File: src/bbfd_pkg.sv
// Package with the request types, register indexes and constants of the fall detector.
`default_nettype none

package bbfd_pkg;

    localparam int unsigned COORD_W = 12;
    localparam int unsigned COUNT_W = 16;
    localparam int unsigned ARITH_W = 24;
    localparam int unsigned CFG_INDEX_W = 1;
    localparam int unsigned CFG_DATA_W = 12;
    localparam int unsigned DIVISOR_W = 4;

    // Motion thresholds: a fraction 1/N of the box height, and the edge margin.
    localparam logic signed [ARITH_W-1:0] BOTTOM_DROP_DIV = 24'sd50;
    localparam logic signed [ARITH_W-1:0] TOP_FALL_DIV = 24'sd40;
    localparam logic signed [ARITH_W-1:0] TOP_RISE_DIV = 24'sd80;
    localparam logic signed [ARITH_W-1:0] EDGE_MARGIN = 24'sd5;
    localparam logic signed [ARITH_W-1:0] NARROW_DIV = 24'sd3;
    localparam logic [COUNT_W-1:0] COUNT_MAX = 16'hFFFF;

    localparam logic [COORD_W-1:0] FRAME_WIDTH_RESET = 12'd640;
    localparam logic [DIVISOR_W-1:0] DIVISOR_RESET = 4'd2;

    typedef enum logic [CFG_INDEX_W-1:0] {
        REG_FRAME_WIDTH = 1'b0,
        REG_HEIGHT_DROP_DIVISOR = 1'b1
    } cfg_reg_t;

    typedef struct packed {
        logic [COORD_W-1:0] box_left;
        logic [COORD_W-1:0] box_top;
        logic [COORD_W-1:0] box_width;
        logic [COORD_W-1:0] box_height;
    } box_t;

    typedef struct packed {
        logic warning;
        logic alarm;
    } result_t;

    // Controls broadcast from the sequencer to every window cell.
    typedef struct packed {
        logic load;
        logic shift;
        logic scan;
    } cell_ctrl_t;

endpackage

`default_nettype wire

File: src/bbfd_cell.sv
// One window cell: holds one stored box top and height and one stage of the max scan.
`default_nettype none

module bbfd_cell (
    input  wire logic                           clk,
    input  wire bbfd_pkg::cell_ctrl_t           ctrl,
    input  wire logic [bbfd_pkg::COORD_W-1:0]   fill_top,
    input  wire logic [bbfd_pkg::COORD_W-1:0]   fill_height,
    input  wire logic [bbfd_pkg::COORD_W-1:0]   top_in,
    input  wire logic [bbfd_pkg::COORD_W-1:0]   height_in,
    input  wire logic [bbfd_pkg::COORD_W-1:0]   max_in,
    output logic      [bbfd_pkg::COORD_W-1:0]   top,
    output logic      [bbfd_pkg::COORD_W-1:0]   height,
    output logic      [bbfd_pkg::COORD_W-1:0]   max_out
);

    logic [bbfd_pkg::COORD_W-1:0] top_reg;
    logic [bbfd_pkg::COORD_W-1:0] height_reg;
    logic [bbfd_pkg::COORD_W-1:0] max_reg;

    always_ff @(posedge clk)
    begin
        if (ctrl.load)
        begin
            top_reg    <= fill_top;
            height_reg <= fill_height;
        end
        else if (ctrl.shift)
        begin
            top_reg    <= top_in;
            height_reg <= height_in;
        end
        if (ctrl.scan)
        begin
            max_reg <= (height_reg > max_in) ? height_reg : max_in;
        end
    end

    assign top     = top_reg;
    assign height  = height_reg;
    assign max_out = max_reg;

endmodule

`default_nettype wire

File: src/bounding_box_fall_detector_top.sv
// Top level of the bounding box fall detector: sequencer, window cell chain and decision logic.
`default_nettype none

// Fall detector for one tracked person. Each request carries one bounding box per
// video frame; each request yields exactly one result with the warning and alarm
// flags after that frame. The window of the last HISTORY boxes lives in a chain of
// HISTORY identical cells, the newest at the far end. The first box after reset fills
// every cell. The window maximum height is found by a running maximum that passes
// from cell to cell, one cell per clock, so a request passes through the scan state,
// which runs the maximum through the chain, and then the decision state, which also
// shifts the box into the window. The next request is taken in the cycle after the
// decision, so a new request is never taken before the last one is through. The result
// sits in an output register, so a new request is taken while the previous result
// still waits; the decision state waits only if that register is still full.
// Configuration writes are always taken and should be issued while the block is idle.
module bounding_box_fall_detector_top #(
    parameter int unsigned HISTORY = 16
) (
    input  wire logic                               clk,
    input  wire logic                               rst_n,
    input  wire logic                               in_valid,
    output logic                                    in_ready,
    input  wire bbfd_pkg::box_t                     in_data,
    output logic                                    out_valid,
    input  wire logic                               out_ready,
    output bbfd_pkg::result_t                       out_data,
    input  wire logic                               cfg_valid,
    output logic                                    cfg_ready,
    input  wire logic [bbfd_pkg::CFG_INDEX_W-1:0]   cfg_index,
    input  wire logic [bbfd_pkg::CFG_DATA_W-1:0]    cfg_data
);

    localparam int unsigned SCAN_W = $clog2(HISTORY);
    localparam logic [SCAN_W-1:0] SCAN_LAST = SCAN_W'(HISTORY - 1);
    localparam int unsigned AW = bbfd_pkg::ARITH_W;
    localparam int unsigned CW = bbfd_pkg::COORD_W;

    typedef enum logic [1:0] {
        ST_IDLE,
        ST_SCAN,
        ST_DECIDE
    } state_t;

    state_t state_reg;
    logic [SCAN_W-1:0] scan_cnt_reg;
    logic primed_reg;
    logic warning_reg;
    logic alarm_reg;
    logic [bbfd_pkg::COUNT_W-1:0] fall_count_reg;
    logic out_valid_reg;
    bbfd_pkg::result_t out_data_reg;
    bbfd_pkg::box_t box_reg;
    logic [CW-1:0] frame_width_reg;
    logic [bbfd_pkg::DIVISOR_W-1:0] divisor_reg;

    logic in_fire;
    logic decide_go;
    bbfd_pkg::cell_ctrl_t ctrl;

    // Cell chain wiring.
    logic [CW-1:0] cell_top [HISTORY];
    logic [CW-1:0] cell_height [HISTORY];
    logic [CW-1:0] cell_max [HISTORY];

    assign in_ready  = (state_reg == ST_IDLE);
    assign in_fire   = in_valid && in_ready;
    assign cfg_ready = 1'b1;
    assign decide_go = (state_reg == ST_DECIDE) && (!out_valid_reg || out_ready);

    // The first box after reset is written into every cell as it is accepted.
    assign ctrl.load  = in_fire && !primed_reg;
    assign ctrl.shift = decide_go;
    assign ctrl.scan  = (state_reg == ST_SCAN);

    for (genvar i = 0; i < HISTORY; i++)
    begin : g_cell
        logic [CW-1:0] top_from_upper;
        logic [CW-1:0] height_from_upper;
        logic [CW-1:0] max_from_lower;

        if (i == HISTORY - 1)
        begin : g_newest
            assign top_from_upper    = box_reg.box_top;
            assign height_from_upper = box_reg.box_height;
        end
        else
        begin : g_inner
            assign top_from_upper    = cell_top[i+1];
            assign height_from_upper = cell_height[i+1];
        end

        if (i == 0)
        begin : g_first
            assign max_from_lower = '0;
        end
        else
        begin : g_rest
            assign max_from_lower = cell_max[i-1];
        end

        bbfd_cell u_cell (
            .clk         (clk),
            .ctrl        (ctrl),
            .fill_top    (in_data.box_top),
            .fill_height (in_data.box_height),
            .top_in      (top_from_upper),
            .height_in   (height_from_upper),
            .max_in      (max_from_lower),
            .top         (cell_top[i]),
            .height      (cell_height[i]),
            .max_out     (cell_max[i])
        );
    end

    // Decision logic, evaluated in the decision cycle. Every "x > h/N" test on a
    // truncated quotient is rewritten as the equivalent "N*x > h", and "w < h/3"
    // as "3*(w+1) <= h", so no division is needed.
    logic signed [AW-1:0] l_s, t_s, w_s, h_s, p1t_s, p1h_s, p2t_s, fw_s;
    logic signed [AW-1:0] bottom_gap;
    logic set_warn, clear_warn, warning_next;
    logic at_edge, narrow, at_side;
    logic [bbfd_pkg::COUNT_W-1:0] fall_count_next;
    logic [CW:0] h_plus_one;
    logic [CW+bbfd_pkg::DIVISOR_W:0] scaled_height;
    logic alarm_next;
    logic [CW-1:0] max_height;

    assign max_height = cell_max[HISTORY-1];

    always_comb
    begin
        l_s   = AW'(signed'({1'b0, box_reg.box_left}));
        t_s   = AW'(signed'({1'b0, box_reg.box_top}));
        w_s   = AW'(signed'({1'b0, box_reg.box_width}));
        h_s   = AW'(signed'({1'b0, box_reg.box_height}));
        p1t_s = AW'(signed'({1'b0, cell_top[HISTORY-1]}));
        p1h_s = AW'(signed'({1'b0, cell_height[HISTORY-1]}));
        p2t_s = AW'(signed'({1'b0, cell_top[HISTORY-2]}));
        fw_s  = AW'(signed'({1'b0, frame_width_reg}));

        bottom_gap = (t_s + h_s) - (p1t_s + p1h_s);
        set_warn   = (bbfd_pkg::BOTTOM_DROP_DIV * (24'sd1 - bottom_gap) <= h_s)
                  && (bbfd_pkg::TOP_FALL_DIV * (t_s - p1t_s) > h_s)
                  && (bbfd_pkg::TOP_FALL_DIV * (p1t_s - p2t_s) > h_s);
        clear_warn = (bbfd_pkg::TOP_RISE_DIV * (p1t_s - t_s) > h_s)
                  && (bbfd_pkg::TOP_RISE_DIV * (p2t_s - p1t_s) > h_s);

        warning_next = warning_reg;
        if (set_warn)
        begin
            warning_next = 1'b1;
        end
        if (clear_warn)
        begin
            warning_next = 1'b0;
        end

        at_side = (l_s < bbfd_pkg::EDGE_MARGIN)
               || ((fw_s - (l_s + w_s)) < bbfd_pkg::EDGE_MARGIN);
        narrow  = (bbfd_pkg::NARROW_DIV * (w_s + 24'sd1)) <= h_s;
        at_edge = at_side && narrow;

        fall_count_next = fall_count_reg;
        alarm_next      = alarm_reg;
        if (warning_next)
        begin
            if (!at_edge && (fall_count_reg != bbfd_pkg::COUNT_MAX))
            begin
                fall_count_next = fall_count_reg + 1'b1;
            end
        end
        else
        begin
            fall_count_next = '0;
            alarm_next      = 1'b0;
        end

        h_plus_one    = {1'b0, box_reg.box_height} + 1'b1;
        scaled_height = h_plus_one * divisor_reg;
        if ((fall_count_next > bbfd_pkg::COUNT_W'(HISTORY))
            && (scaled_height <= (CW+bbfd_pkg::DIVISOR_W+1)'(max_height)))
        begin
            alarm_next = 1'b1;
        end
    end

    // Request register and configuration registers.
    always_ff @(posedge clk)
    begin
        if (in_fire)
        begin
            box_reg <= in_data;
        end
    end

    always_ff @(posedge clk or negedge rst_n)
    begin
        if (!rst_n)
        begin
            frame_width_reg <= bbfd_pkg::FRAME_WIDTH_RESET;
            divisor_reg     <= bbfd_pkg::DIVISOR_RESET;
        end
        else if (cfg_valid && cfg_ready)
        begin
            unique case (cfg_index)
                bbfd_pkg::REG_FRAME_WIDTH:
                begin
                    frame_width_reg <= cfg_data;
                end
                bbfd_pkg::REG_HEIGHT_DROP_DIVISOR:
                begin
                    divisor_reg <= cfg_data[bbfd_pkg::DIVISOR_W-1:0];
                end
                default:
                begin
                end
            endcase
        end
    end

    // Sequencer, detector state and the output register.
    always_ff @(posedge clk or negedge rst_n)
    begin
        if (!rst_n)
        begin
            state_reg      <= ST_IDLE;
            scan_cnt_reg   <= '0;
            primed_reg     <= 1'b0;
            warning_reg    <= 1'b0;
            alarm_reg      <= 1'b0;
            fall_count_reg <= '0;
            out_valid_reg  <= 1'b0;
            out_data_reg   <= '0;
        end
        else
        begin
            if (out_valid_reg && out_ready)
            begin
                out_valid_reg <= 1'b0;
            end

            unique case (state_reg)
                ST_IDLE:
                begin
                    if (in_fire)
                    begin
                        primed_reg   <= 1'b1;
                        scan_cnt_reg <= '0;
                        state_reg    <= ST_SCAN;
                    end
                end
                ST_SCAN:
                begin
                    scan_cnt_reg <= scan_cnt_reg + 1'b1;
                    if (scan_cnt_reg == SCAN_LAST)
                    begin
                        state_reg <= ST_DECIDE;
                    end
                end
                ST_DECIDE:
                begin
                    if (decide_go)
                    begin
                        warning_reg          <= warning_next;
                        alarm_reg            <= alarm_next;
                        fall_count_reg       <= fall_count_next;
                        out_valid_reg        <= 1'b1;
                        out_data_reg.warning <= warning_next;
                        out_data_reg.alarm   <= alarm_next;
                        state_reg            <= ST_IDLE;
                    end
                end
                default:
                begin
                    state_reg <= ST_IDLE;
                end
            endcase
        end
    end

    assign out_valid = out_valid_reg;
    assign out_data  = out_data_reg;

endmodule

`default_nettype wire
File: config.mk
export PLATFORM = sky130hd
export DESIGN_NAME = bounding_box_fall_detector_top
export DESIGN_NICKNAME = d
export VERILOG_FILES = /design/src/bbfd_pkg.sv /design/src/bbfd_cell.sv /design/src/bounding_box_fall_detector_top.sv
export SDC_FILE = /design/constraint.sdc
export NUM_CORES = 2
export LEC_CHECK = 0
export ABC_AREA = 0
export CORE_MARGIN = 10
export CORE_UTILIZATION = 55
export CTS_CLUSTER_DIAMETER = 60
export DETAILED_ROUTE_END_ITERATION = 10
export DONT_BUFFER_PORTS = 1
export PLACE_DENSITY_LB_ADDON = 0.15
export SLEW_MARGIN = 20
export SYNTH_ARGS = -nofsm -noshare
export SYNTH_HDL_FRONTEND = slang
export SYNTH_SLANG_ARGS = --single-unit
File: constraint.sdc
create_clock -name clk -period 14 [get_ports clk]
set_input_delay 0.7 -clock clk [delete_from_list [all_inputs] [get_ports clk]]
set_output_delay 0.7 -clock clk [all_outputs]
set_load 0.01 [all_outputs]
* Word-level counts from Yosys, hierarchy flattened *
Cells that the tools add are included.

word-level totals
  input bits = 66
  logic and storage cells = 194
  output and inout port bits = 5
  flip-flop bits (word level) = 498

operators by class
  $mul = 7
  bitwise operators = 1
  muxes and demuxes = 66
  $lt $le $gt $ge = 26
  eq/ne operators = 8
  reductions and logical operators = 25
  $add $sub $neg = 14

operators with widths
  operator                                                         count
  two-way mux 12 bit                                               51
  greater-than comparator 12 bit                                   15
  multiplier 4 x 13 -> 17 bit (first input constant)               4
  subtractor 12 x 12 -> 13 bit                                     4
  greater-than comparator 21 x 13 -> 1 bit                         2
  greater-than comparator 20 x 13 -> 1 bit                         2
  adder 12 x 12 -> 13 bit                                          3
  two-way mux 16 bit                                               2
  adder 12 x 1 -> 13 bit (second input constant)                   2
  less-or-equal comparator 22 x 13 -> 1 bit                        1
  multiplier 6 x 15 -> 21 bit (first input constant)               1
  less-or-equal comparator 17 x 12 -> 1 bit                        1
  multiplier 13 x 4 -> 17 bit                                      1
  adder 16 x 1 -> 16 bit (second input constant)                   1
  greater-than comparator 16 x 5 -> 1 bit (second input constant)  1
  inequality test 16 bit (second input constant)                   1
  less-or-equal comparator 15 x 12 -> 1 bit                        1
  multiplier 2 x 13 -> 15 bit (first input constant)               1
  subtractor 2 x 14 -> 15 bit (first input constant)               1
  less-than comparator 14 x 4 -> 1 bit (second input constant)     1
  subtractor 12 x 13 -> 14 bit                                     1
  subtractor 13 x 13 -> 14 bit                                     1
  greater-than comparator 12 x 1 -> 1 bit (second input constant)  1
  less-than comparator 12 x 3 -> 1 bit (second input constant)     1
  19 further kinds                                                 47

* Logic depth before layout (Yosys ltp) *
  word-level depth = 14
  mapped depth = 37
  gate-level depth less buffers = 36

* Cells and area by module *
Synthesis repeated with hierarchy kept, for this count alone.

unflattened totals
  cells, all modules = 3828
  area total of the unflattened synthesis = 46196.8 um^2

modules (own cells, without submodules)
  module                          area each (um^2)  cells an instance  times used  sequential area each (um^2)
  bbfd_cell                       1858.0            119                16          1081.0
  bounding_box_fall_detector_top  16468.3           1924               1           2496.1

* Least setup slack after synthesis *
OpenSTA, ideal clock, no wires.

  path type = register -> register
  start point = reg box_reg (netlist bit g_cell[15].top_from_upper[0])
  end point = reg fall_count_reg[2] in the netlist's numbering
  data arrival time = 8.159 ns
  buffers on the path = 2
  library setup time = 0.065 ns
  path slack = 5.775 ns
  required time = 13.935 ns
  period minus slack after synthesis = 8.225 ns
  cell stages (with the launch flop) = 36
  path through = edfxtp_1 fa_1 inv_1 fa_1 inv_1 ha_1 fa_1 a211o_1 a21o_1 a21oi_2 xnor2_1 nor4b_1 nand2b_1 xnor2_1 mux2i_1 xnor2_1 inv_1 ha_1 inv_1 fa_1 inv_1 ha_1 ha_1 clkbuf_1 nor2_1 nand2_1 o221ai_1 nor4b_1 nand4_1 or4_1 or2_2 o311ai_2 o221ai_4 buf_6 a31oi_4 o22a_1

between the ends
  longest elaborated chain between the ends = 10
  elaborated cells on any way between the ends = 17
  classes of those cells = 5 x add/sub; 3 x mul; 3 x order compare; 3 x mux; 3 x reduce/logical

RTL lines
  element                                    line                                   RTL
  from (decl)                                bounding_box_fall_detector_top.sv:52   bbfd_pkg::box_t box_reg;
  from (signal assigned)                     bounding_box_fall_detector_top.sv:192  box_reg <= in_data;
  adder 12 x 12 -> 13 bit                    bounding_box_fall_detector_top.sv:141  bottom_gap = (t_s + h_s) - (p1t_s + p1h_s);
  subtractor 13 x 13 -> 14 bit               bounding_box_fall_detector_top.sv:141
  subtractor 2 x 14 -> 15 bit                bounding_box_fall_detector_top.sv:142  set_warn = (bbfd_pkg::BOTTOM_DROP_DIV * (24'sd1 - bottom_gap) <= h_s)
  multiplier 6 x 15 -> 21 bit                bounding_box_fall_detector_top.sv:142
  less-or-equal comparator 22 x 13 -> 1 bit  bounding_box_fall_detector_top.sv:142
  logical AND 1 bit                          bounding_box_fall_detector_top.sv:143  && (bbfd_pkg::TOP_FALL_DIV * (t_s - p1t_s) > h_s)
  logical AND 1 bit                          bounding_box_fall_detector_top.sv:144  && (bbfd_pkg::TOP_FALL_DIV * (p1t_s - p2t_s) > h_s);
  two-way mux 1 bit                          bounding_box_fall_detector_top.sv:149  if (set_warn)
  two-way mux 1 bit (*)                      bounding_box_fall_detector_top.sv:153  if (clear_warn)
  two-way mux 16 bit (*)                     bounding_box_fall_detector_top.sv:165  if (warning_next)
  to (signal assigned)                       bounding_box_fall_detector_top.sv:266  fall_count_reg <= fall_count_next;
  to (decl)                                  bounding_box_fall_detector_top.sv:49   logic [bbfd_pkg::COUNT_W-1:0] fall_count_reg;

Every way passes the cells marked *; elsewhere a longest branch is shown, timed or not.
A chain may end at the register's enable or synchronous reset.

* Final worst setup path *
  start point = reg g_cell[15].u_cell.top_reg (netlist bit g_cell[15].u_cell.top[0])
  end point = reg fall_count_reg[1] in the netlist's numbering

between the ends
  longest elaborated chain between the ends = 10
  elaborated cells on any way between the ends = 23
  classes of those cells = 7 x add/sub; 5 x mul; 5 x order compare; 3 x mux; 3 x reduce/logical

RTL lines
  element                                    line                                   RTL
  from (decl)                                bbfd_cell.sv:17                        logic [bbfd_pkg::COORD_W-1:0] top_reg;
  from (signal assigned)                     bbfd_cell.sv:25                        top_reg <= fill_top;
  from (signal assigned)                     bbfd_cell.sv:30                        top_reg <= top_in;
  adder 12 x 12 -> 13 bit                    bounding_box_fall_detector_top.sv:141
  subtractor 13 x 13 -> 14 bit               bounding_box_fall_detector_top.sv:141
  subtractor 2 x 14 -> 15 bit                bounding_box_fall_detector_top.sv:142
  multiplier 6 x 15 -> 21 bit                bounding_box_fall_detector_top.sv:142
  less-or-equal comparator 22 x 13 -> 1 bit  bounding_box_fall_detector_top.sv:142
  logical AND 1 bit                          bounding_box_fall_detector_top.sv:143
  logical AND 1 bit                          bounding_box_fall_detector_top.sv:144
  two-way mux 1 bit                          bounding_box_fall_detector_top.sv:149
  two-way mux 1 bit (*)                      bounding_box_fall_detector_top.sv:153
  two-way mux 16 bit (*)                     bounding_box_fall_detector_top.sv:165

Marks and branches as above.

==> results by group <==
Floorplanning
  • Die Span Y: 280 um
  • Row count: 95
  • DIE WIDTH: approximately 280 um
  • Core area: between 0.06 and 0.07 mm2
  • Starting Density: 55.3%
  • IO Count: between 70 and 80
  • Die area: around 0.078 mm2

Cells and area
  • Most frequent cells in the layout: 623 x nand2_1, 508 x ha_1, 456 x edfxtp_1
  • Design area: 0.0398 mm2
  • Share of post-route cells with drive strength above 1: between 5 and 6%
  • Layout area overhead: 7.57%
  • Commonest non-fill, non-tap cell in the layout: nand2_1
  • Final cell count without fillers: between 4000 and 5000
  • Fin nets: approximately 4400

Flow run
  • Max Cap Viol: 0

Worst setup path
  • Worst path max stage delay: roughly 0.69 ns
  • Crit Path Class: reg2reg
  • Worst R2R Path Depth: 35
  • R2r endpoint: fall_count_reg[1]$_DFFE_PN0P_
  • CP Capture Type: register
  • Most frequent CP cell: inv_1
  • Crit path DAT: between 9 and 10 ns
  • Crit path max fanout: 18
  • R2R Setup Slk: a little under 5 ns
  • Worst path slowest cell: nor4b_1
  • Worst EP required: 14.54 ns
  • CP startpoint kind: register
  • Setup crit start: g_cell[15].u_cell.top[0]$_DFFE_PP_
  • RR Startpoint: g_cell[15].u_cell.top[0]$_DFFE_PP_

Logic synthesis
  • Synthesized area: between 0.03 and 0.04 mm2
  • Mean Syn Cell Area: between 9 and 10 um2
  • Largest cells by area after synthesis: edfxtp_1 37%, ha_1 17%, nand2_1 6.3%
  • Yosys top cell by area: edfxtp_1
  • Portion of netlist area occupied by mux cells: under 10%
  • Post-synth top flop: edfxtp_1
  • Netlist cell types: just over 90
  • Post-synth top area share: a little under two fifths
  • Synthesized-area fraction occupied by adder cells: 21.4%
  • Register area share after synthesis: 39.8%
  • Post-synthesis register bit count: roughly 500
  • Largest family of logic cells by synthesized area: adder cells
  • EDFF count, synth: 456
  • Synth Net Count: between 4000 and 5000
  • Mapped Cells: 3813
  • Synth Area in Compound Gates: about 15%
  • Area share of xor/xnor cells in the synthesized design: slightly above 3%
  • Syn. warnings: 0
  • Async SR Flop Fraction: between 8 and 9%
  • Simple-Gate Fraction of Synth Area: 14.2%

Pwr
  • Peak supply drop: 0.468 mV
  • Leakage: 18.3 nW
  • Power Density: about 220 mW/mm2

Clock network
  • Clock slew at reported path FFs: 0.06 ns
  • Worst skew pair latency: about 0.62 ns
  • Sink Count: 498
  • H-tree Lvls: 2
  • Cts bufs inserted: 58
  • CTS tree: done
  • Root Driver: clkbuf_16
  • Clock Tree Buf Depth: 3

Global route
  • Top Usage Layer GRT: met2
  • Grt ovf: 0
  • GRT met2 Usage: between 30% and 40%
  • Met1 Usage GRT: between 30% and 40%
  • All-Layer GR Usage: roughly 22%
  • Met3 Usage GRT: under 10%
  • Vias in the first global route: 26500
  • Largest net degree at the start of global routing: around 160
  • Global-route wire length before repair: 142 mm
  • Initial antenna violation count: 9

Placed design
  • Placed insts: roughly 4600
  • Dpl cell area: 0.0379 mm2
  • Routability Congestion: between 0.8 and 0.9
  • PortBufs: 0
  • DP HPWL: 64.2 mm

Detailed routing
  • Starting DRT DRC Count: approximately 1900
  • Final ANT Viol Nets: 0
  • DRC: 0
  • DR vias/cell: ~5.7
  • Drt pass-1 iters: 5
  • Wirelength, routed: between 80 and 90 mm
  • WL/cell: around 19 um
  • Vias: between 20000 and 30000

Timing
  • Tightest Pin Transition: ~1.0 ns
  • Crit path time final: 9.05 ns
  • RSZ-0062 raised after global routing: no
  • Hold Fails Final Rpt: 0
  • Final Skew: 0.0264 ns
  • Setup TNS: 0 ns
  • Worst hold margin: approximately 0.18 ns
  • Slew Viols, Final: 0
  • Final setup fails: 0
  • Period utilization: between 60% and 70%
  • Rel. slew slack: a little over 30%
  • Max frequency: 111 MHz

Worst hold path
  • Hold depth: 0
  • Worst hold start: in_data[33]
  • Class of the worst hold path: in2reg
  • Worst Hold Path EP: g_cell[15].top_from_upper[9]$_DFFE_PP_

Status
  • Status: completed
[repair_timing]
action	in CTS	in global routing
hold buffers	2	0
endpoints found under the hold margin	42	0
setup buffers	0	0
gates resized for setup	0	0
[where the power goes]
part           total, mW  leakage, nW  switching, mW  internal (mW)
combinational       5.14         12.5           2.95           2.19
sequential          2.25         4.88          0.128           2.12
clock               1.54        0.942          0.645          0.895
total               8.93         18.3           3.73           5.20
[cells by family after synthesis]
family                   Yosys count
adder cells (fa/ha/maj)          586
flip-flops                       498
buffers and inverters            571
AND/OR/NAND/NOR                 1139
other                              1
AO/OA/AOI/OAI                    847
multiplexers                      42
XOR/XNOR                         129
[cell usage after synthesis, drive strengths merged, types with 14 or more instances]
master and n:
xnor2 86, xor2 43, o21a 26, nand2 624, a2111oi 22, clkbuf 116, edfxtp 456, a211oi 18
and3 23, o21bai 18, nor2 121, nand2b 40, nand3 42, mux2 31, a21oi 160, fa 78
nor2b 43, dfrtp 39, nand4 76, a21o 140, ha 508, nor3 60, or2 14, and2 30
a31oi 14, o21ai 324, nor4 14, inv 447
[routing by layer]
layer,share of wire (%),vias to the layer above
met5,0.15,-
met4,1.5,16
met3,5.7,109
met2,46,582
met1,47,12900
li1,-,13400
[worst max-delay path by stage]
stage / end / slack [ns] / depth (start not counted)
CTS: fall_count_reg[1]$_DFFE_PN0P_ / 4.95 / 33
detailed placement: fall_count_reg[1]$_DFFE_PN0P_ / 4.99 / 33
floorplan: fall_count_reg[2]$_DFFE_PN0P_ / 5.78 / 35
finish: fall_count_reg[1]$_DFFE_PN0P_ / 4.95 / 35
global placement: fall_count_reg[8]$_DFFE_PN0P_ / 5.20 / 32
global route: fall_count_reg[1]$_DFFE_PN0P_ / 4.26 / 32
[final cells by class]
class	instances	area, um2
Fill cell	5749	27100
Clock buffer	69	1520
Sequential cell	498	14700
Multi-Input combinational cell	2744	20200
Inverter	447	1690
Clock inverter	41	407
Antenna cell	1	2.50
Tap cell	873	1090
Timing Repair Buffer	26	230
[critical path: cells and delay by family (launching register included)]
family                     cells  cell delay, ns
DFF                            1            0.38
muxes                          1            0.10
AOI/OAI and AO/OA             12            2.47
and+or+nand+nor                7            2.16
adders and majority gates      8            2.95
xor gates and xnor gates       2            0.58
buffers and inverters          5            0.33
[stage by stage]
step / util (%) / worst slack, ns / power (mW)
after floorplan: - / 5.78 / 6.30
after global placement: 56.6 / 5.20 / 7.28
after detailed placement: 56.6 / 4.99 / 7.36
after CTS: 59.5 / 4.95 / 8.94
after global routing: 59.5 / 4.26 / 9.82
final: 59.5 / 4.95 / 8.93
(Power assumes the default switching activity.)
